File: config.mk
export PLATFORM = sky130hd
export DESIGN_NAME = mxs_mac
export DESIGN_NICKNAME = d
export VERILOG_FILES = /design/src/design/mxs_pkg.sv /design/src/design/mxs_mac.sv
export SDC_FILE = /design/constraint.sdc
export NUM_CORES = 2
export LEC_CHECK = 0
export ABC_AREA = 1
export BUFFER_PORTS_ARGS = -buffer_cell sky130_fd_sc_hd__buf_2
export CAP_MARGIN = 20
export CORE_MARGIN = 5
export CORE_UTILIZATION = 25
export CTS_CLUSTER_DIAMETER = 40
export DETAILED_ROUTE_END_ITERATION = 10
export PLACE_DENSITY_LB_ADDON = 0.05
export SLEW_MARGIN = 20
export SYNTH_ARGS = -nofsm -noshare
export SYNTH_HDL_FRONTEND = slang
export SYNTH_SLANG_ARGS = --single-unit
File: constraint.sdc
create_clock -name aclk -period 7.77 [get_ports aclk]
set_input_delay 1.554 -clock aclk [delete_from_list [all_inputs] [get_ports aclk]]
set_output_delay 1.554 -clock aclk [all_outputs]
set_load 0.02 [all_outputs]
File: src/design/mxs_pkg.sv
package mxs_pkg;

    localparam int PUSH_LEVELS_DEF  = 20;
    localparam int ELEMENT_BITS_DEF = 32;
    localparam int MAT_ELEMS        = 16;
    localparam int ELEM_IDX_BITS    = 4;
    localparam int LEVEL_OUT_BITS   = 5;
    localparam int ONE_Q16          = 32'h0001_0000;
    localparam int RND_HALF         = 32768;

    localparam logic [ELEM_IDX_BITS-1:0] IDX_LAST        = 4'd15;
    localparam logic [ELEM_IDX_BITS-1:0] IDX_XLATE_FIRST = 4'd12;
    localparam logic [ELEM_IDX_BITS-1:0] IDX_ROT_LAST    = 4'd11;
    localparam logic [1:0]               ROW_XLATE       = 2'd3;
    localparam logic [1:0]               COL_LAST        = 2'd2;

    typedef enum logic [3:0] {
        KIND_RESET      = 4'd0,
        KIND_PUSH_COPY  = 4'd1,
        KIND_PUSH_IDENT = 4'd2,
        KIND_POP        = 4'd3,
        KIND_IDENT      = 4'd4,
        KIND_CLR_XLATE  = 4'd5,
        KIND_CLR_ROT    = 4'd6,
        KIND_READ       = 4'd7,
        KIND_WRITE      = 4'd8,
        KIND_XLATE      = 4'd9
    } mxs_kind_t;

    typedef enum logic [1:0] {
        STATUS_OK        = 2'd0,
        STATUS_OVERFLOW  = 2'd1,
        STATUS_UNDERFLOW = 2'd2
    } mxs_status_t;

    typedef enum logic [3:0] {
        ST_IDLE,
        ST_DECODE,
        ST_COPY,
        ST_FILL,
        ST_READ,
        ST_X_RD,
        ST_X_MLO,
        ST_X_MHI,
        ST_X_SUM,
        ST_RESP
    } mxs_state_t;

    typedef struct packed {
        logic [3:0]         kind;
        logic [3:0]         elem_index;
        logic signed [31:0] elem_value;
        logic signed [31:0] delta_x;
        logic signed [31:0] delta_y;
        logic signed [31:0] delta_z;
    } mxs_in_t;

    typedef struct packed {
        logic [1:0]                status;
        logic [LEVEL_OUT_BITS-1:0] level;
        logic [3:0]                out_index;
        logic signed [31:0]        out_value;
        logic                      last;
    } mxs_out_t;

    typedef struct packed {
        logic base_clr;
        logic wr_en;
        logic rd_en;
    } mxs_mem_ctl_t;

    typedef struct packed {
        logic mul_en;
        logic mul_hi;
        logic acc_clr;
    } mxs_mac_ctl_t;

    function automatic logic [63:0] one_value(input int bits);
        logic [63:0] emax;
        emax = (64'd1 << (bits - 1)) - 64'd1;
        if (bits >= 18) begin
            return 64'(ONE_Q16);
        end
        return emax;
    endfunction

    function automatic logic is_diag(input logic [ELEM_IDX_BITS-1:0] idx);
        return idx[1:0] == idx[3:2];
    endfunction

endpackage

File: src/design/mxs_mac.sv
module mxs_mac #(
    parameter int ELEMENT_BITS = mxs_pkg::ELEMENT_BITS_DEF
) (
    input  logic                           aclk,
    input  logic                           aresetn,
    input  mxs_pkg::mxs_mac_ctl_t          ctl,
    input  logic signed [ELEMENT_BITS-1:0] elem,
    input  logic signed [31:0]             delta,
    output logic signed [ELEMENT_BITS-1:0] sum
);
    import mxs_pkg::*;

    localparam int HI_BITS   = ELEMENT_BITS - 16;
    localparam int MA        = (HI_BITS > 17) ? HI_BITS : 17;
    localparam int PROD_BITS = MA + 32;
    localparam int SUM_BITS  = (PROD_BITS + 2 > ELEMENT_BITS + 18) ? PROD_BITS + 2
                                                                   : ELEMENT_BITS + 18;
    localparam logic [ELEMENT_BITS-1:0] EMAX_VAL = {1'b0, {(ELEMENT_BITS-1){1'b1}}};
    localparam logic [ELEMENT_BITS-1:0] EMIN_VAL = {1'b1, {(ELEMENT_BITS-1){1'b0}}};

    logic signed [MA-1:0]        mul_a;
    logic signed [PROD_BITS-1:0] mul_reg;
    logic                        pend_reg;
    logic                        pend_hi_reg;
    logic signed [PROD_BITS:0]   lo_rnd;
    logic signed [SUM_BITS-1:0]  contrib;
    logic signed [SUM_BITS-1:0]  acc_reg;
    logic signed [SUM_BITS-1:0]  total;
    logic                        fits;

    assign mul_a = ctl.mul_hi ? MA'(elem >>> 16)
                              : MA'($signed({1'b0, elem[15:0]}));

    assign lo_rnd  = (PROD_BITS+1)'(mul_reg) + (PROD_BITS+1)'(RND_HALF);
    assign contrib = pend_hi_reg ? SUM_BITS'(mul_reg) : SUM_BITS'(lo_rnd >>> 16);

    always_ff @(posedge aclk) begin
        if (ctl.mul_en) begin
            mul_reg <= mul_a * delta;
        end
        if (ctl.acc_clr) begin
            acc_reg <= '0;
        end else if (pend_reg) begin
            acc_reg <= acc_reg + contrib;
        end
    end

    always_ff @(posedge aclk) begin
        if (!aresetn) begin
            pend_reg    <= 1'b0;
            pend_hi_reg <= 1'b0;
        end else begin
            pend_reg    <= ctl.mul_en;
            pend_hi_reg <= ctl.mul_hi;
        end
    end

    assign total = acc_reg + SUM_BITS'(elem);
    assign fits  = (&total[SUM_BITS-1:ELEMENT_BITS-1]) | ~(|total[SUM_BITS-1:ELEMENT_BITS-1]);
    assign sum   = fits ? total[ELEMENT_BITS-1:0]
                        : (total[SUM_BITS-1] ? EMIN_VAL : EMAX_VAL);

endmodule

Yosys cells after proc, flatten, opt, wreduce, memory -nomap -nowiden
Cells that the tools add are included.

word-level totals
  bits in registers = 102
  bits in latches = 0
  memory bits (writable) = 0
  ROM bits = 0
  bits of input ports = 69
  output and inout port bits = 32
  word-level logic and storage cells = 16
  memories kept = 0

cells by class
  add/sub/neg operators = 3
  multipliers = 1
  divide/modulo/power cells = 0
  $lt $le $gt $ge = 0
  equality and inequality tests = 0
  shifts and indexed selects = 0
  multiplexer cells = 4
  bitwise gates (word level) = 2
  reduce and logical (&&, ||, !) cells = 2

operators with widths
  cell                                                              number
  32-bit two-way mux                                                2
  51-bit by 32-bit adder with 51-bit output                         1
  51-bit adder                                                      1
  51-bit two-way mux                                                1
  49-bit by 17-bit adder with 50-bit output, second input constant  1
  17-bit by 32-bit multiplier with 49-bit output                    1
  20-bit AND reduction                                              1
  20-bit OR reduction                                               1
  17-bit two-way mux                                                1
  1-bit NOT                                                         1
  1-bit OR                                                          1

Depth between registers and ports, before layout
  word-level depth = 5
  mapped depth = 32
  mapped depth without buffers = 30

Worst setup path after synthesis
Ideal clock, no wire load.

  kind = input -> register
  from = input port ctl[1] (netlist bit)
  to = register mul_reg[44] (data pin)
  setup time = 0.252 ns
  arrival time = 7.466 ns
  required time = 7.518 ns
  slack = 0.052 ns
  cell stages on the path = 26
  buffers on the path = 2
  cells stage by stage = inv_1 -> clkbuf_1 -> or2_2 -> o21ai_1 -> clkbuf_1 -> nor2_1 -> fa_1 -> inv_1 -> fa_1 -> fa_1 -> inv_1 -> fa_1 -> fa_1 -> inv_1 -> fa_1 -> inv_1 -> ha_1 -> nand2_1 -> nor2_1 -> nand2_1 -> nor4_1 -> a21oi_1 -> o31ai_1 -> nand4_1 -> nand3_1 -> nand2_1

between the ends
  longest elaborated chain between the ends = 2

RTL lines
  element                                         line           RTL
  from (decl)                                     mxs_mac.sv:6   input mxs_pkg::mxs_mac_ctl_t ctl,
  17-bit two-way mux                              mxs_mac.sv:31  assign mul_a = ctl.mul_hi ? MA'(elem >>> 16)
  17-bit by 32-bit multiplier with 49-bit output  mxs_mac.sv:39  mul_reg <= mul_a * delta;
  to (signal assigned)                            mxs_mac.sv:39
  to (decl)                                       mxs_mac.sv:22  logic signed [PROD_BITS-1:0] mul_reg;

Every way passes these cells.
A chain may end at the register's enable or synchronous reset.

Final worst setup path
  from = input port elem[21]
  to = register mul_reg[32] (data pin)

between the ends
  longest elaborated chain between the ends = 2

RTL lines
  element                                         line           RTL
  from (decl)                                     mxs_mac.sv:7   input logic signed [ELEMENT_BITS-1:0] elem,
  17-bit two-way mux                              mxs_mac.sv:31
  17-bit by 32-bit multiplier with 49-bit output  mxs_mac.sv:39

Every way passes these cells.

==> impl_results.md <==
* Syn_area_per_cell at roughly 7.0 um2
* Crit path capture type: flop
* Via-per-instance ratio at 4.42
* Chip Height at between 300 and 400 um
* Hold Path End: acc_reg[50]$_SDFFE_PP0P_
* FF+latch count, synth at 102
* DRC viols at 0
* Drt total wl at between 100000 and 150000 um
* Worst EP arrival at 7630 ps
* GPL Wtd Cong at 0.887
* Clock Path Buffers at 2
* Min Tclk post-route at 7490 ps
* Setup Skew at around 15 ps
* DR WL/cell at 20.4 um
* Yosys top cell by area: fa_1
* P&R area growth vs syn at 18.3%
* CTS root buf: clkbuf_16
* Row count at 130
* Final setup violation count at 0
* WS Path Type: input pin to flop
* Post-synth EDFFs at 49
* Worst-Skew Late Latency at around 400 ps
* Gr ovfl total at 0
* R2R setup slack at 2700 ps
* Synth top area share at 0.332
* Core ar. at ~130000 um2
* Hold WS at about 560 ps
* Clk slew on worst S/H paths at roughly 70 ps
* Initial antenna violation count at 1
* Fin nets at approximately 5700
* Post-Synthesis Cells at 4521
* Number of global-route vias before repair at around 31000
* CTS Buf Count at 9
* Full die area at 133000 um2
* Number of top-level pins at between 100 and 150
* Routed Antenna Nets at 0
* Tcrit/Tclk final at 0.964
* Run status: complete, no violations
* Synth unique cells at a little under 50
* Hold Path Origin: acc_reg[50]$_SDFFE_PP0P_
* Worst r2r src: mul_reg[15]$_DFFE_PP_
* Ys Warns at 0
* Post-Syn Area at 31600 um2
* Hold path depth at 3
* Finished layout cell area at between 30000 and 40000 um2
* Post-synth ARST share at 0
* CTS tree: done
* GRT Resource Usage Total at 0.199
* Largest net degree at the start of global routing at 54
* Worst Hold Class: flop to flop
* H-tree Lvls at 3
* Synthesized Nets at between 5000 and 6000
* HPWL Detailed at around 120000 um
* Relative slew slack at 0.339
* R2R depth at 23
* DR vias at about 29000
* Post-synthesis sequential area ratio at 0.0802
* Number of flip-flops in the largest register at 51
* Actual slew at the worst max-slew pin at between 900 and 1000 ps
* Area post-placement at 36700 um2
* Initial Utilization at 0.251
* Drt initial violations at 1495
* Top post-synthesis cells by area: fa_1, nand2_1, inv_1, ha_1, nor2_1
* Max Fanout on Critical Path at 7
* Most instantiated cells after synthesis: nand2_1, inv_1, nor2_1
* Fin. max-slew vios at 0
* Port Buffers at 100
* Layout Utilization at 0.297
* Max-Cap Viols at 0
* R2r endpoint: acc_reg[40]$_SDFFE_PP0P_
* Count leader, synth: nand2_1
* Synth Flop Type: dfxtp_1
* DRT Pass-1 Iters at 6
* Share of cells above drive strength 1 at 0.120
* FMAX at between 100 and 150 MHz
* Critical Path Start Type: input pin
* Hold Violations, Final at 0
* First-pass GRT wire length at slightly below 200000 um
* CP Data Required Time at just under 8000 ps
* Die Width at around 370 um
* Clk sinks at 102
==> timing repair <==
action	4_1_cts	5_1_grt
gates cloned	0	4
buffers inserted	1	5
resized for setup	4	57
pin swaps	0	17
setup endpoints to repair	3	20
hold buffers	0	0
==> layout make-up <==
type,instances,area (um2)
clock buffer,9,225
multi-input combinational,3258,24900
fill,14116,88200
inverter,1059,3990
clock inverter,7,103
tap,1650,2060
sequential,102,2530
timing repair buffer,450,3590
antenna,1,2.50
==> stage by stage <==
step / TNS [ps] / setup slack (ps) / cells
after global routing: -4.09 / -4.09 / 6536
final: 0 / 283 / 6536
after global placement: -5990 / -478 / 6509
after detailed placement: -6390 / -501 / 6509
after floorplan: 0 / 52.0 / 4521
after CTS: 0 / 56.3 / 6526
==> kinds of logic after synthesis <==
family                   synth area share
multiplexers                     0.000317
adder cells (fa/ha/maj)             0.417
buffers and inverters               0.139
AO/OA/AOI/OAI                      0.0794
XOR/XNOR                           0.0350
AND/OR/NAND/NOR                     0.248
flip-flops                         0.0802
==> metal layers <==
metal,global-route usage,vias up,share of wire
met5,0,-,0
met4,0.0303,0,0.015
met2,0.379,360,0.52
met1,0.255,14183,0.45
li1,-,14248,-
met3,0.00868,78,0.017
==> layout by cell type (no fill, tap or decap), drive strengths merged, types with 39 or more instances in the layout <==
master | netlist | routed
ha | 216 | 216
nand3 | 107 | 107
inv | 1048 | 1051
a21oi | 196 | 196
xnor2 | 42 | 42
xor2 | 84 | 84
nor2 | 645 | 645
nand4 | 43 | 43
o21ai | 131 | 131
nand2 | 1066 | 1066
buf | 17 | 447
edfxtp | 49 | 49
fa | 523 | 523
nor3 | 39 | 39
dfxtp | 53 | 53
==> critical path, cell delays in order <==
cell,delay (ps)
buf_2,160
or2_2,330
o21ai_4,140
buf_12,180
clkbuf_16,180
nor2_1,70
fa_1,540
inv_1,50
fa_1,460
fa_1,530
inv_1,70
fa_1,490
fa_1,510
inv_1,50
fa_1,470
inv_1,50
ha_1,300
nand2_1,100
nor2_2,170
nand2_2,110
nor4_4,140
buf_4,170
a21oi_2,70
o31ai_2,310
buf_4,190
nand2_1,50
nand2_1,90
xor2_2,80
==> how the worst max path moves through the flow <==
stage	cells after the start	to	from	slack (ps)
after floorplan	26	mul_reg[44]$_DFFE_PP_	ctl[1]	50
after global placement	28	mul_reg[32]$_DFFE_PP_	ctl[1]	-480
after detailed placement	29	mul_reg[45]$_DFFE_PP_	ctl[1]	-500
after CTS	29	mul_reg[35]$_DFFE_PP_	ctl[1]	60
after global routing	28	mul_reg[36]$_DFFE_PP_	elem[21]	-4
final	28	mul_reg[32]$_DFFE_PP_	elem[21]	280
Power is not shown: default switching activity piles up to over one toggle a cycle in this logic, so the estimate is an artifact.
