==> src/design/mxs_pkg.sv <==
package mxs_pkg;

    localparam int PUSH_LEVELS_DEF  = 20;
    localparam int ELEMENT_BITS_DEF = 32;
    localparam int MAT_ELEMS        = 16;
    localparam int ELEM_IDX_BITS    = 4;
    localparam int LEVEL_OUT_BITS   = 5;
    localparam int ONE_Q16          = 32'h0001_0000;
    localparam int RND_HALF         = 32768;

    localparam logic [ELEM_IDX_BITS-1:0] IDX_LAST        = 4'd15;
    localparam logic [ELEM_IDX_BITS-1:0] IDX_XLATE_FIRST = 4'd12;
    localparam logic [ELEM_IDX_BITS-1:0] IDX_ROT_LAST    = 4'd11;
    localparam logic [1:0]               ROW_XLATE       = 2'd3;
    localparam logic [1:0]               COL_LAST        = 2'd2;

    typedef enum logic [3:0] {
        KIND_RESET      = 4'd0,
        KIND_PUSH_COPY  = 4'd1,
        KIND_PUSH_IDENT = 4'd2,
        KIND_POP        = 4'd3,
        KIND_IDENT      = 4'd4,
        KIND_CLR_XLATE  = 4'd5,
        KIND_CLR_ROT    = 4'd6,
        KIND_READ       = 4'd7,
        KIND_WRITE      = 4'd8,
        KIND_XLATE      = 4'd9
    } mxs_kind_t;

    typedef enum logic [1:0] {
        STATUS_OK        = 2'd0,
        STATUS_OVERFLOW  = 2'd1,
        STATUS_UNDERFLOW = 2'd2
    } mxs_status_t;

    typedef enum logic [3:0] {
        ST_IDLE,
        ST_DECODE,
        ST_COPY,
        ST_FILL,
        ST_READ,
        ST_X_RD,
        ST_X_MLO,
        ST_X_MHI,
        ST_X_SUM,
        ST_RESP
    } mxs_state_t;

    typedef struct packed {
        logic [3:0]         kind;
        logic [3:0]         elem_index;
        logic signed [31:0] elem_value;
        logic signed [31:0] delta_x;
        logic signed [31:0] delta_y;
        logic signed [31:0] delta_z;
    } mxs_in_t;

    typedef struct packed {
        logic [1:0]                status;
        logic [LEVEL_OUT_BITS-1:0] level;
        logic [3:0]                out_index;
        logic signed [31:0]        out_value;
        logic                      last;
    } mxs_out_t;

    typedef struct packed {
        logic base_clr;
        logic wr_en;
        logic rd_en;
    } mxs_mem_ctl_t;

    typedef struct packed {
        logic mul_en;
        logic mul_hi;
        logic acc_clr;
    } mxs_mac_ctl_t;

    function automatic logic [63:0] one_value(input int bits);
        logic [63:0] emax;
        emax = (64'd1 << (bits - 1)) - 64'd1;
        if (bits >= 18) begin
            return 64'(ONE_Q16);
        end
        return emax;
    endfunction

    function automatic logic is_diag(input logic [ELEM_IDX_BITS-1:0] idx);
        return idx[1:0] == idx[3:2];
    endfunction

endpackage

==> src/design/mxs_ctrl.sv <==
module mxs_ctrl #(
    parameter int PUSH_LEVELS  = mxs_pkg::PUSH_LEVELS_DEF,
    parameter int ELEMENT_BITS = mxs_pkg::ELEMENT_BITS_DEF
) (
    input  logic                                                     aclk,
    input  logic                                                     aresetn,
    input  logic                                                     s_valid,
    output logic                                                     s_ready,
    input  mxs_pkg::mxs_in_t                                         s_data,
    output logic                                                     m_valid,
    input  logic                                                     m_ready,
    output mxs_pkg::mxs_out_t                                        m_data,
    output mxs_pkg::mxs_mem_ctl_t                                    mem_ctl,
    output logic [$clog2((PUSH_LEVELS+1)*mxs_pkg::MAT_ELEMS)-1:0]    wr_addr,
    output logic signed [ELEMENT_BITS-1:0]                           wr_data,
    output logic [$clog2((PUSH_LEVELS+1)*mxs_pkg::MAT_ELEMS)-1:0]    rd_addr,
    input  logic signed [ELEMENT_BITS-1:0]                           rd_data,
    output mxs_pkg::mxs_mac_ctl_t                                    mac_ctl,
    output logic signed [31:0]                                       mac_delta,
    input  logic signed [ELEMENT_BITS-1:0]                           mac_sum
);
    import mxs_pkg::*;

    localparam int DEPTH = (PUSH_LEVELS + 1) * MAT_ELEMS;
    localparam int AW    = $clog2(DEPTH);
    localparam int LW    = AW - ELEM_IDX_BITS;
    localparam logic [LW-1:0] TOP_LEVEL = LW'(PUSH_LEVELS);
    localparam logic [63:0] ONE_W = one_value(ELEMENT_BITS);
    localparam logic [ELEMENT_BITS-1:0] ONE_VAL  = ONE_W[ELEMENT_BITS-1:0];
    localparam logic [ELEMENT_BITS-1:0] EMAX_VAL = {1'b0, {(ELEMENT_BITS-1){1'b1}}};
    localparam logic [ELEMENT_BITS-1:0] EMIN_VAL = {1'b1, {(ELEMENT_BITS-1){1'b0}}};

    mxs_state_t                state_reg, state_next;
    mxs_in_t                   item_reg, item_next;
    mxs_status_t               status_reg, status_next;
    logic [LW-1:0]             level_reg, level_next;
    logic [LW-1:0]             tgt_reg, tgt_next;
    logic [ELEM_IDX_BITS:0]    cnt_reg, cnt_next;
    logic [ELEM_IDX_BITS-1:0]  end_reg, end_next;
    logic [1:0]                r_reg, r_next;
    logic [1:0]                c_reg, c_next;
    logic                      m_valid_reg, m_valid_next;
    mxs_out_t                  m_data_reg, m_data_next;

    logic                      out_free;
    logic [ELEM_IDX_BITS:0]    cnt_m1;
    logic [ELEM_IDX_BITS-1:0]  cnt_idx;
    logic [ELEM_IDX_BITS-1:0]  cnt_idx_p1;
    logic signed [63:0]        wv_ext;
    logic                      wv_fits;
    logic [ELEMENT_BITS-1:0]   wv_sat;
    logic [ELEMENT_BITS-1:0]   ident_val;
    logic [ELEMENT_BITS+31:0]  rd_ext;
    logic [LW+LEVEL_OUT_BITS-1:0] lvl_wide;

    assign out_free   = !m_valid_reg || m_ready;
    assign cnt_m1     = cnt_reg - 1'b1;
    assign cnt_idx    = cnt_reg[ELEM_IDX_BITS-1:0];
    assign cnt_idx_p1 = cnt_idx + 1'b1;
    assign wv_ext     = 64'(item_reg.elem_value);
    assign wv_fits    = (&wv_ext[63:ELEMENT_BITS-1]) | ~(|wv_ext[63:ELEMENT_BITS-1]);
    assign wv_sat     = wv_fits ? wv_ext[ELEMENT_BITS-1:0] : (wv_ext[63] ? EMIN_VAL : EMAX_VAL);
    assign ident_val  = is_diag(cnt_idx) ? ONE_VAL : '0;
    assign rd_ext     = {{32{rd_data[ELEMENT_BITS-1]}}, rd_data};
    assign lvl_wide   = {{LEVEL_OUT_BITS{1'b0}}, level_reg};

    assign m_valid = m_valid_reg;
    assign m_data  = m_data_reg;

    always_ff @(posedge aclk) begin
        if (!aresetn) begin
            state_reg   <= ST_IDLE;
            level_reg   <= '0;
            m_valid_reg <= 1'b0;
        end else begin
            state_reg   <= state_next;
            level_reg   <= level_next;
            m_valid_reg <= m_valid_next;
        end
    end

    always_ff @(posedge aclk) begin
        item_reg   <= item_next;
        status_reg <= status_next;
        tgt_reg    <= tgt_next;
        cnt_reg    <= cnt_next;
        end_reg    <= end_next;
        r_reg      <= r_next;
        c_reg      <= c_next;
        m_data_reg <= m_data_next;
    end

    always_comb begin
        case (r_reg)
            2'd0:    mac_delta = item_reg.delta_x;
            2'd1:    mac_delta = item_reg.delta_y;
            default: mac_delta = item_reg.delta_z;
        endcase
    end

    always_comb begin
        state_next   = state_reg;
        item_next    = item_reg;
        status_next  = status_reg;
        level_next   = level_reg;
        tgt_next     = tgt_reg;
        cnt_next     = cnt_reg;
        end_next     = end_reg;
        r_next       = r_reg;
        c_next       = c_reg;
        m_valid_next = m_valid_reg && !m_ready;
        m_data_next  = m_data_reg;
        s_ready      = 1'b0;
        mem_ctl      = '0;
        mac_ctl      = '0;
        wr_addr      = '0;
        wr_data      = '0;
        rd_addr      = '0;

        case (state_reg)
            ST_IDLE: begin
                s_ready = 1'b1;
                if (s_valid) begin
                    item_next   = s_data;
                    status_next = STATUS_OK;
                    state_next  = ST_DECODE;
                end
            end

            ST_DECODE: begin
                tgt_next   = level_reg;
                cnt_next   = '0;
                end_next   = IDX_LAST;
                state_next = ST_FILL;
                case (item_reg.kind)
                    KIND_RESET: begin
                        mem_ctl.base_clr = 1'b1;
                        level_next       = '0;
                        state_next       = ST_RESP;
                    end
                    KIND_PUSH_COPY, KIND_PUSH_IDENT: begin
                        tgt_next = level_reg + 1'b1;
                        if (level_reg == TOP_LEVEL) begin
                            status_next = STATUS_OVERFLOW;
                            state_next  = ST_RESP;
                        end else if (item_reg.kind == KIND_PUSH_COPY) begin
                            state_next = ST_COPY;
                        end
                    end
                    KIND_POP: begin
                        if (level_reg == '0) begin
                            status_next = STATUS_UNDERFLOW;
                        end else begin
                            level_next = level_reg - 1'b1;
                        end
                        state_next = ST_RESP;
                    end
                    KIND_IDENT: begin
                        state_next = ST_FILL;
                    end
                    KIND_CLR_XLATE: begin
                        cnt_next = {1'b0, IDX_XLATE_FIRST};
                    end
                    KIND_CLR_ROT: begin
                        end_next = IDX_ROT_LAST;
                    end
                    KIND_READ: begin
                        mem_ctl.rd_en = 1'b1;
                        rd_addr       = {level_reg, {ELEM_IDX_BITS{1'b0}}};
                        state_next    = ST_READ;
                    end
                    KIND_WRITE: begin
                        cnt_next = {1'b0, item_reg.elem_index};
                        end_next = item_reg.elem_index;
                    end
                    KIND_XLATE: begin
                        mac_ctl.acc_clr = 1'b1;
                        r_next          = '0;
                        c_next          = '0;
                        state_next      = ST_X_RD;
                    end
                    default: begin
                        state_next = ST_RESP;
                    end
                endcase
            end

            ST_COPY: begin
                mem_ctl.rd_en = !cnt_reg[ELEM_IDX_BITS];
                rd_addr       = {level_reg, cnt_idx};
                mem_ctl.wr_en = cnt_reg != '0;
                wr_addr       = {tgt_reg, cnt_m1[ELEM_IDX_BITS-1:0]};
                wr_data       = rd_data;
                cnt_next      = cnt_reg + 1'b1;
                if (cnt_reg[ELEM_IDX_BITS]) begin
                    level_next = tgt_reg;
                    state_next = ST_RESP;
                end
            end

            ST_FILL: begin
                mem_ctl.wr_en = 1'b1;
                wr_addr       = {tgt_reg, cnt_idx};
                wr_data       = (item_reg.kind == KIND_WRITE) ? wv_sat : ident_val;
                cnt_next      = cnt_reg + 1'b1;
                if (cnt_idx == end_reg) begin
                    level_next = tgt_reg;
                    state_next = ST_RESP;
                end
            end

            ST_READ: begin
                if (out_free) begin
                    m_valid_next          = 1'b1;
                    m_data_next.status    = STATUS_OK;
                    m_data_next.level     = lvl_wide[LEVEL_OUT_BITS-1:0];
                    m_data_next.out_index = cnt_idx;
                    m_data_next.out_value = rd_ext[31:0];
                    m_data_next.last      = cnt_idx == IDX_LAST;
                    if (cnt_idx == IDX_LAST) begin
                        state_next = ST_IDLE;
                    end else begin
                        mem_ctl.rd_en = 1'b1;
                        rd_addr       = {level_reg, cnt_idx_p1};
                        cnt_next      = cnt_reg + 1'b1;
                    end
                end
            end

            ST_X_RD: begin
                mem_ctl.rd_en = 1'b1;
                rd_addr       = {level_reg, r_reg, c_reg};
                state_next    = (r_reg == ROW_XLATE) ? ST_X_SUM : ST_X_MLO;
            end

            ST_X_MLO: begin
                mac_ctl.mul_en = 1'b1;
                state_next     = ST_X_MHI;
            end

            ST_X_MHI: begin
                mac_ctl.mul_en = 1'b1;
                mac_ctl.mul_hi = 1'b1;
                r_next         = r_reg + 1'b1;
                state_next     = ST_X_RD;
            end

            ST_X_SUM: begin
                mem_ctl.wr_en   = 1'b1;
                wr_addr         = {level_reg, ROW_XLATE, c_reg};
                wr_data         = mac_sum;
                mac_ctl.acc_clr = 1'b1;
                r_next          = '0;
                c_next          = c_reg + 1'b1;
                state_next      = (c_reg == COL_LAST) ? ST_RESP : ST_X_RD;
            end

            ST_RESP: begin
                if (out_free) begin
                    m_valid_next          = 1'b1;
                    m_data_next.status    = status_reg;
                    m_data_next.level     = lvl_wide[LEVEL_OUT_BITS-1:0];
                    m_data_next.out_index = '0;
                    m_data_next.out_value = '0;
                    m_data_next.last      = 1'b1;
                    state_next            = ST_IDLE;
                end
            end

            default: begin
                state_next = ST_IDLE;
            end
        endcase
    end

endmodule

==> config.mk <==
export PLATFORM = sky130hd
export DESIGN_NAME = mxs_ctrl
export DESIGN_NICKNAME = d
export VERILOG_FILES = /design/src/design/mxs_pkg.sv /design/src/design/mxs_ctrl.sv
export SDC_FILE = /design/constraint.sdc
export NUM_CORES = 1
export LEC_CHECK = 0
export BUFFER_PORTS_ARGS = -buffer_cell sky130_fd_sc_hd__buf_2
export CAP_MARGIN = 40
export CORE_ASPECT_RATIO = 0.5
export CORE_MARGIN = 2
export CORE_UTILIZATION = 28
export CTS_CLUSTER_DIAMETER = 40
export DETAILED_ROUTE_END_ITERATION = 6
export SYNTH_ARGS = -nofsm -noshare
export SYNTH_HDL_FRONTEND = slang
export SYNTH_SLANG_ARGS = --single-unit
==> constraint.sdc <==
create_clock -name aclk -period 5.14 [get_ports aclk]
set_input_delay 1.028 -clock aclk [delete_from_list [all_inputs] [get_ports aclk]]
set_output_delay 1.028 -clock aclk [all_outputs]
set_load 0.05 [all_outputs]
# Word level (Yosys, flattened, before mapping)
# Cells that the tools add are included.
# W data, S select, Z words.
dict set report op_classes {
  add_sub_neg 7
  n_eq_ne 38
  mux 57
  reduce_logical 30
}
# operator count
set op_table {}
lappend op_table {{$pmux W32 S3} 1}
lappend op_table {{$mux W44} 2}
lappend op_table {{$pmux W44 S2} 1}
lappend op_table {{$pmux W32 S2} 1}
lappend op_table {{$pmux W4 S10} 1}
lappend op_table {{$mux W4} 9}
lappend op_table {{$pmux W9 S4} 1}
lappend op_table {{$eq A4 B3 Y1 const B} 8}
lappend op_table {{$mux W32} 1}
lappend op_table {{$mux W5} 6}
lappend op_table {{$pmux W5 S3} 2}
lappend op_table {{$mux W9} 3}
lappend op_table {{$pmux W9 S3} 1}
lappend op_table {{$eq A4 B4 Y1 const B} 5}
lappend op_table {{$mux W17} 1}
lappend op_table {{$eq A4 B2 Y1 const B} 4}
lappend op_table {{$pmux W4 S2} 2}
lappend op_table {{$pmux W4 S4} 1}
lappend op_table {{$ne A2 B2 Y1 const B} 7}
lappend op_table {{$mux W1} 12}
lappend op_table {{$pmux W2 S2} 3}
lappend op_table {{$add A5 B1 Y5 const B} 2}
lappend op_table {{$pmux W5 S2} 1}
lappend op_table {{$reduce_and A5 Y1} 2}
lappend op_table {{other kinds (31)} 55}
dict set report word_totals {
  register_bits 210
  input_bits 204
  word_cells 152
}

# Logic depth before layout (Yosys ltp)
# Gate-level depths: netlist of run 1.
dict set report depth {
  depth_word 5
  mapped_depth 8
  depth_no_buf 7
}

# Worst setup path after synthesis of run 1
# OpenSTA, ideal clock, no wires.
dict set report synth_path {
  path_kind {input port to flip-flop}
  from {in s_valid}
  to {reg item_reg[0] (netlist name), enable pin}
  setup_time_ns 0.513
  t_arrival_ns 4.189
  required_time_ns 4.627
  slack_ns 0.438
  cell_stages 1
  n_path_buf 0
  path_cell_list {and3_1}
}
dict set report synth_between {
  elab_chain_len 1
}
# element line_no
set synth_rtl {}
lappend synth_rtl {{start: declaration} mxs_ctrl.sv:7} ;# input logic s_valid,
lappend synth_rtl {{$reduce_and A2 Y1 (no line)} -}
lappend synth_rtl {{end signal: assignment} mxs_ctrl.sv:83} ;# item_reg <= item_next;
lappend synth_rtl {{end: declaration} mxs_ctrl.sv:34} ;# mxs_in_t item_reg, item_next;
# Every way passes these cells.
# A chain may end at the register's enable or synchronous reset.

# Worst setup path in the final report of run 1
dict set report layout_path {
  from {reg state_reg[0]}
  to {out wr_data[30]}
}
dict set report layout_between {
  elab_chain_len 2
  elab_cells_between_ends 4
  classes_between {eq/ne (3); mux (1)}
}
# element line_no
set layout_rtl {}
lappend layout_rtl {{start: declaration} mxs_ctrl.sv:33} ;# mxs_state_t state_reg, state_next;
lappend layout_rtl {{start signal: assignment} mxs_ctrl.sv:76} ;# state_reg <= state_next;
lappend layout_rtl {{$eq A4 B4 Y1 or $eq A4 B2 Y1 (tied branches)} mxs_ctrl.sv:120} ;# case (state_reg)
lappend layout_rtl {{$pmux W32 S3 *} mxs_ctrl.sv:120}
lappend layout_rtl {{end: declaration} mxs_ctrl.sv:15} ;# output logic signed [ELEMENT_BITS-1:0] wr_data,
# Mark *: on every way between the ends. The rest lies on a longest branch, timed or not.

==> flow_summary.json, run 1 <==
{
  "start_util_pct": 28.7,
  "dp_hpwl_mm": 21.2,
  "die_w_um": 260,
  "cts_root_buf": "clkbuf_16",
  "finalCritPeriodShare_pct": 80.2,
  "fin_skew_ps": 9.39,
  "coreArea_mm2": 0.0319,
  "crit_path_top_delay_cell": "dfxtp_1",
  "overflow": 0,
  "fp-row-count": 46,
  "max_stage_delay_ps": 650,
  "place_area_mm2": 0.0113,
  "r2r_slack_ps": 2610,
  "dieArea_mm2": 0.0342,
  "place_inst": 1441,
  "vias": 7172,
  "fin_crit_ps": 4120,
  "drc": 21,
  "slew_headroom_pct": 46.1,
  "worstMarginPinSlew_ps": 799,
  "synthCells": 709,
  "num-fill-cells": 3147,
  "ys_seq_elements": 210,
  "final_common_cell": "buf_2",
  "yosysSeqAreaShare_pct": 67.8,
  "antenna_found_initial": 7,
  "syn_nets": 923,
  "power_leakage_uw": 0.00526,
  "cts_hold_buffers": 0,
  "synth_flop_cell": "edfxtp_1",
  "post_cts_resized": 0,
  "crit_path_max_fanout": 31,
  "track_usage_pct": 15.9,
  "vias_per_cell": 4.79,
  "critical_path.cell_chain": "inv_1 > or3_1 > nor3_4 > buf_4 > a222oi_1 > inv_1 > buf_2",
  "die_h_um": 132,
  "cts_tree": "yes",
  "holdCritPathClass": "reg -> reg",
  "worst_setup_path_end_kind": "output pin",
  "fin_area_mm2": 0.0123,
  "h-tree-depth": 1,
  "routedWlPerCell_um": 19.3,
  "vdd_drop_max_uv": 279,
  "synth_cell_types": 58,
  "setup_ws_ps": 1020,
  "crit_path_frequent_cell": "inv_1",
  "drtAntennaViolNets": 0,
  "drive_above_1_share_pct": 38.5,
  "drtIter0Drc": 703,
  "setup_viol": 0,
  "cts.sinks": 210,
  "multi_input_area_mm2": 0.00255,
  "violations": "design-rule violations",
  "status": "complete, but fails checks",
  "synth_edf_count": 200,
  "setup_tns_ps": 0,
  "largest_reg_flops": 104,
  "clk_pin_slew_ps": 50,
  "ioPinCount": 338,
  "cp-start-kind": "flip-flop",
  "fmax_mhz": 243,
  "post_cts_buffers": 0,
  "synth.cell_area_mm2": 0.00915,
  "required_ps": 4110,
  "clock_latency_ps": 540,
  "slew_viol_final": 0,
  "synthArstFlopShare_pct": 0,
  "cts_buffers": 29,
  "first_global_vias": 7151,
  "power_density_mw_per_mm2": 598,
  "final_hold_viol_count": 0,
  "critPathArrivalTime_ps": 3090,
  "cts_buffer_depth": 3,
  "io_buffers": 337,
  "grt_max_degree": 86,
  "pre_cts_ws_ps": 1610,
  "area_growth_pct": 34.0,
  "register_area_mm2": 0.00621,
  "place_congestion": 0.955,
  "layout_common_cells": "337 x buf_2, 200 x edfxtp_1, 93 x nand2_1",
  "grt_first_pass_wirelength_mm": 42.3,
  "yosys_warnings": 0,
  "wl_mm": 28.8,
  "drv_cap": 0,
  "nNetsFinal": 1254,
  "avgSynthCellArea_um2": 12.9,
  "rsz0062_at_grt": "no",
  "crit_type": "reg -> out",
  "finalNonFillerCells": 1496,
  "first_pass_iters": 7
}
-- per-layer routing --
metal	GRT usage, %	vias to the layer above	part of all wire (%)
met1	19.0	3540	40
met4	5.08	6	2.4
met2	28.4	250	52
li1	-	3311	-
met5	0	-	0.12
met3	3.59	65	5.8
-- synth_stat cells, types with 5 or more instances --
cell type / count / area (µm²)
xnor2_1: 9 / 78.8
edfxtp_1: 200 / 6010
ha_1: 10 / 125
nand2b_1: 7 / 43.8
nand2_1: 93 / 349
o21ai_0: 22 / 110
xor2_1: 9 / 78.8
a21oi_1: 14 / 70.1
a22oi_1: 36 / 270
a211oi_1: 5 / 37.5
nor2_1: 36 / 135
buf_2: 13 / 65.1
nor2b_1: 42 / 263
nor3_1: 8 / 40.0
clkbuf_1: 25 / 93.8
nand3_1: 9 / 45.0
dfxtp_1: 10 / 200
inv_1: 48 / 180
a222oi_1: 32 / 320
and2_1: 8 / 50.1
buf_4: 5 / 37.5
or3_1: 5 / 31.3
and3_1: 5 / 31.3
-- through the flow --
stage / utilization [%] / hold WS (ps) / power [µW]
after floorplan: - / 403 / 4660
after global placement: 35.2 / 503 / 5300
after detailed placement: 35.4 / 503 / 5370
after CTS: 38.4 / 517 / 7400
after global routing: 38.4 / 556 / 7690
final: 38.4 / 517 / 7330
-- kinds of logic (layout without fill, tap and decap cells) --
logic type / after synthesis / count (layout) / share of synthesized area, %
AO/OA/AOI/OAI: 135 / 135 / 11.3
XOR/XNOR: 18 / 18 / 1.72
buffers and inverters: 97 / 448 / 4.46
adder cells (fa/ha/maj): 10 / 10 / 1.37
AND/OR/NAND/NOR: 238 / 238 / 13.2
other: 0 / 4 / 0
multiplexers: 1 / 1 / 0.109
flip-flops: 210 / 210 / 67.8
-- power by group --
group	switching (µW)	leakage, µW	internal (µW)
Clock	795	0.000464	1210
Combinational	1870	0.00284	667
Sequential	310	0.00195	2480
Total	2970	0.00526	4360
-- layout make-up --
| type | instances | area share, % |
|---|---|---|
| clock buffers | 35 | 6.10 |
| inverters | 48 | 1.47 |
| clock inverters | 16 | 1.69 |
| diodes | 4 | 0.0816 |
| well taps | 432 | 4.41 |
| repair buffers | 349 | 14.9 |
| multi-input cells | 402 | 20.8 |
| flip-flops and latches | 210 | 50.6 |
-- worst max-delay path: cells and delay by family (launching register included) --
kind,cells,cell delay [ps]
compound gates,1,210
simple gates,2,650
buf+inv,4,1010
flops,1,650
-- final timing paths --
| check | from | end | cells past startpoint |
|---|---|---|---|
| setup reg to reg | state_reg[0]$_SDFFE_PN0P_ | r_reg[0]$_SDFFCE_PN0P_ | 5 |
| setup / recovery | state_reg[0]$_SDFFE_PN0P_ | wr_data[30] | 7 |
| hold / removal | status_reg[0]$_SDFFCE_PN0P_ | m_data[42]$_SDFFCE_PP0P_ | 1 |
| hold reg to reg | status_reg[0]$_SDFFCE_PN0P_ | m_data[42]$_SDFFCE_PP0P_ | 1 |
Note: power is estimated with default switching activity, not from simulation.
==> inputs of run 2 (changes only) <==
==> constraint.sdc (replaced) <==
create_clock -name aclk -period 3.7 [get_ports aclk]
set_input_delay 0.74 -clock aclk [delete_from_list [all_inputs] [get_ports aclk]]
set_output_delay 0.74 -clock aclk [all_outputs]
set_load 0.05 [all_outputs]
==> run 2 against run 1 <==
Hold slack worse by 160 ps. The flow still finishes with violations (design-rule violations). Clock power rose by 31%. Clock skew is 18 ps higher.
==> flow_summary.json, run 2 (synthesis results as in run 1) <==
{
  "fin_area_mm2": 0.0123,
  "required_ps": 2960,
  "setup_ws_ps": 136,
  "drc": 2,
  "setup_tns_ps": 0,
  "crit_type": "reg -> out",
  "layout_common_cells": "337 x buf_2, 200 x edfxtp_1, 93 x nand2_1",
  "place_area_mm2": 0.0113,
  "start_util_pct": 28.7,
  "rsz0062_at_grt": "no",
  "worst_setup_path_end_kind": "output pin",
  "min_from": "s_data[134]",
  "pre_cts_ws_ps": 525,
  "io_buffers": 337,
  "nNetsFinal": 1259,
  "die_w_um": 260,
  "cts.sinks": 210,
  "area_growth_pct": 34.3,
  "holdCritPathClass": "in -> reg",
  "finalNonFillerCells": 1503,
  "grt_first_pass_wirelength_mm": 42.8,
  "cts_buffer_depth": 3,
  "coreArea_mm2": 0.0319,
  "place_inst": 1447,
  "cts_hold_buffers": 0,
  "place_congestion": 0.934,
  "grt_max_degree": 41,
  "worstMarginPinSlew_ps": 816,
  "cts_root_buf": "clkbuf_16",
  "overflow": 0,
  "dp_hpwl_mm": 21.0,
  "power_leakage_uw": 0.00529,
  "slew_headroom_pct": 45.6,
  "clk_pin_slew_ps": 60,
  "cts_tree": "yes",
  "reg2reg_to": "m_data[31]$_SDFFCE_PN0P_",
  "first_pass_iters": 7,
  "fp-row-count": 46,
  "clock_latency_ps": 560,
  "finalCritPeriodShare_pct": 96.3,
  "cts_buffers": 28,
  "cp-start-kind": "flip-flop",
  "first_global_vias": 7210,
  "crit_path_max_fanout": 13,
  "dieArea_mm2": 0.0342,
  "drive_above_1_share_pct": 39.4,
  "antenna_found_initial": 4,
  "status": "complete, but fails checks",
  "fin_crit_ps": 3560,
  "routedWlPerCell_um": 18.9,
  "crit_start": "item_reg[133]$_DFFE_PP_",
  "die_h_um": 132,
  "drtIter0Drc": 695,
  "wl_mm": 28.3,
  "post_cts_resized": 2,
  "drv_cap": 0,
  "setup_viol": 0,
  "slew_viol_final": 0,
  "holdPathEnd": "item_reg[134]$_DFFE_PP_",
  "r2r_slack_ps": 1250,
  "violations": "design-rule violations",
  "critPathArrivalTime_ps": 2820,
  "fin_util_pct": 38.5,
  "vias_per_cell": 4.77,
  "h-tree-depth": 1,
  "vias": 7173,
  "fmax_mhz": 281,
  "fin_skew_ps": 27.0,
  "r2r_start": "state_reg[2]$_SDFFE_PN0P_",
  "ff2ff_path_depth": 4,
  "track_usage_pct": 16.1,
  "vdd_drop_max_uv": 331,
  "drtAntennaViolNets": 0,
  "largest_reg_flops": 104,
  "ioPinCount": 338,
  "min_path_cells": 1,
  "power_density_mw_per_mm2": 820,
  "final_common_cell": "buf_2",
  "post_cts_buffers": 0,
  "final_hold_viol_count": 0
}
## run 2: changes by cell type in the layout (fill, tap and decap cells not counted), sizes merged
cell	change
clkinv	+9
buf	+6
clkbuf	-5
bufinv	-2
inv	-1
## run 2: critical path: stages (launching register included)
cell	delay (ps)
edfxtp_1	570
or3b_2	660
nor2_1	340
a21oi_1	140
o21ai_0	220
buf_2	320
## run 2: routing by layer
layer	part of all wire, %	wire (µm)	track usage (%)
met1	40	11200	19.8
met2	52	14700	28.3
met3	5.9	1680	3.29
met4	2.5	711	5.04
met5	0	0	0
## run 2: power breakdown
part | switching, µW | internal, µW
registers | 430 | 3440
clock network | 1130 | 1510
logic | 2610 | 973
total | 4160 | 5920
## run 2: through the flow
step | hold slack (ps) | total power [µW]
2_1_floorplan | 403 | 6430
3_3_place_gp | 503 | 7450
3_5_place_dp | 511 | 7510
4_1_cts | 321 | 10200
5_1_grt | 316 | 10600
6_report | 354 | 10100
## run 2: how the worst max path moves through the flow
stage | endpoint | slack, ps | cells after the start
global placement | wr_data[11] | 660 | 7
global route | wr_data[16] | 50 | 5
finish | wr_data[16] | 140 | 5
detailed placement | wr_data[18] | 520 | 7
CTS | wr_data[0] | 40 | 7
floorplan | wr_data[16] | 420 | 6
## run 2: final cells by class
class                   instances  area (µm²)
multi-input cells             402        2560
well taps                     432         541
repair buffers                355        1880
inverters                      48         180
flip-flops and latches        210        6210
clock inverters                22         209
clock buffers                  30         708
diodes                          4        10.0
fillers                      3147       19700
==> inputs of run 3 (changes only) <==
==> constraint.sdc (replaced) <==
create_clock -name aclk -period 3.2 [get_ports aclk]
set_input_delay 0.64 -clock aclk [delete_from_list [all_inputs] [get_ports aclk]]
set_output_delay 0.64 -clock aclk [all_outputs]
set_load 0.05 [all_outputs]
==> run 3 against run 2 <==
Final cell count up 1.7%. Routed wire length rose by 1.5%. Clock-buffer cell count up 4. Register-to-register slack lost 260 ps. Total power is 17% higher. Die area is the same. Final area up 2.7%. Critical endpoint is now wr_data[24]. Hold slack got worse by 93 ps. The run still ends with design-rule violations left. Core utilization grew 1.0 points. Largest cell class unchanged. Clock power grew 15%.
==> flow_summary.json, run 3 (synthesis results as in run 1) <==
{
  "reg2reg_to": "level_reg[2]$_SDFFE_PN0P_",
  "power_leakage_uw": 0.00541,
  "setup_viol": 0,
  "ff2ff_path_depth": 8,
  "coreArea_mm2": 0.0319,
  "fin_crit_ps": 3140,
  "power_density_mw_per_mm2": 938,
  "antenna_found_initial": 2,
  "endpoint": "wr_data[24]",
  "first_pass_iters": 7,
  "required_ps": 2560,
  "die_h_um": 132,
  "finalCritPeriodShare_pct": 98.1,
  "final_hold_viol_count": 0,
  "cts_buffer_depth": 3,
  "cts_tree": "yes",
  "r2r_start": "level_reg[0]$_SDFFE_PN0P_",
  "r2r_slack_ps": 990,
  "nNetsFinal": 1287,
  "cts.sinks": 210,
  "clk_pin_slew_ps": 60,
  "drtAntennaViolNets": 0,
  "die_w_um": 260,
  "drive_above_1_share_pct": 41.0,
  "fin_area_mm2": 0.0126,
  "clock_latency_ps": 540,
  "crit_path_max_fanout": 15,
  "crit_start": "state_reg[3]$_SDFFE_PN0P_",
  "vdd_drop_max_uv": 488,
  "cp-start-kind": "flip-flop",
  "dp_hpwl_mm": 20.7,
  "ioPinCount": 338,
  "final_common_cell": "buf_2",
  "critPathArrivalTime_ps": 2500,
  "largest_reg_flops": 104,
  "start_util_pct": 28.7,
  "cts_root_buf": "clkbuf_16",
  "overflow": 0,
  "slew_viol_final": 0,
  "status": "complete, but fails checks",
  "fmax_mhz": 318,
  "worstMarginPinSlew_ps": 743,
  "first_global_vias": 7104,
  "grt_max_degree": 80,
  "place_congestion": 0.934,
  "h-tree-depth": 1,
  "worst_setup_path_end_kind": "output pin",
  "vias_per_cell": 4.75,
  "place_area_mm2": 0.0114,
  "crit_type": "reg -> out",
  "setup_tns_ps": 0,
  "slew_headroom_pct": 49.9,
  "area_growth_pct": 37.9,
  "drtIter0Drc": 832,
  "vias": 7262,
  "wl_mm": 28.8,
  "fin_skew_ps": 21.6,
  "drc": 7,
  "io_buffers": 337,
  "dieArea_mm2": 0.0342,
  "holdCritPathClass": "in -> reg",
  "violations": "design-rule violations",
  "fp-row-count": 46,
  "layout_common_cells": "305 x buf_2, 200 x edfxtp_1, 93 x nand2_1",
  "track_usage_pct": 15.8,
  "cts_buffers": 28,
  "grt_first_pass_wirelength_mm": 41.7,
  "routedWlPerCell_um": 18.8,
  "drv_cap": 0
}
## run 3: power by group
part / switching (µW) / total [µW] / internal [µW]
registers: 381 / 4360 / 3980
clock network: 1270 / 3030 / 1770
logic: 3160 / 4440 / 1280
## run 3: worst max-delay path: stages, from the launching register on
cell and delay, ps:
dfxtp_1 310, buf_4 160, nand2b_1 220, or3_4 380
nor3_4 160, buf_12 150, clkbuf_16 170, a222oi_1 100
inv_1 60, buf_2 250
## run 3: worst min-delay path by stage
stage	start	to	slack [ps]	cells after the start
4_1_cts	s_data[22]	item_reg[22]$_DFFE_PP_	230	1
3_5_place_dp	status_reg[1]$_SDFFCE_PN0P_	m_data[43]$_SDFFCE_PP0P_	510	1
2_1_floorplan	level_reg[4]$_SDFFE_PN0P_	m_data[41]$_DFFE_PP_	400	0
6_report	s_data[22]	item_reg[22]$_DFFE_PP_	260	1
3_3_place_gp	status_reg[1]$_SDFFCE_PN0P_	m_data[43]$_SDFFCE_PP0P_	520	1
5_1_grt	s_data[53]	item_reg[53]$_DFFE_PP_	230	1
## run 3: repair_timing
action / 4_1_cts / 5_1_grt
resized for setup: 12 / 39
gates cloned: 0 / 1
hold buffers: 0 / 0
pin swaps: 0 / 2
setup endpoints to repair: 41 / 37
buffers inserted: 1 / 16
## run 3: cell type report
type	instances	area (µm²)
flip-flops and latches	210	6210
diodes	2	5.00
clock inverters	18	183
well taps	432	541
repair buffers	383	2200
fillers	3127	19300
clock buffers	34	733
multi-input cells	402	2570
inverters	48	184
## run 3: through the flow
stage | power (µW) | instances | hold slack, ps | setup WS (ps) | util [%]
3_3_place_gp | 8630 | 1457 | 517 | 347 | 35.7
6_report | 11800 | 1529 | 261 | 59.9 | 39.5
2_1_floorplan | 7440 | 709 | 403 | 19.0 | -
4_1_cts | 11800 | 1510 | 231 | 4.82 | 38.7
5_1_grt | 12400 | 1529 | 227 | -34.8 | 39.5
3_5_place_dp | 8700 | 1457 | 511 | 301 | 35.7
## run 3: layer usage
layer	track usage (%)	wire length, µm
met5	0	0
met3	3.15	1570
met4	4.66	790
met2	27.8	14900
met1	19.6	11500
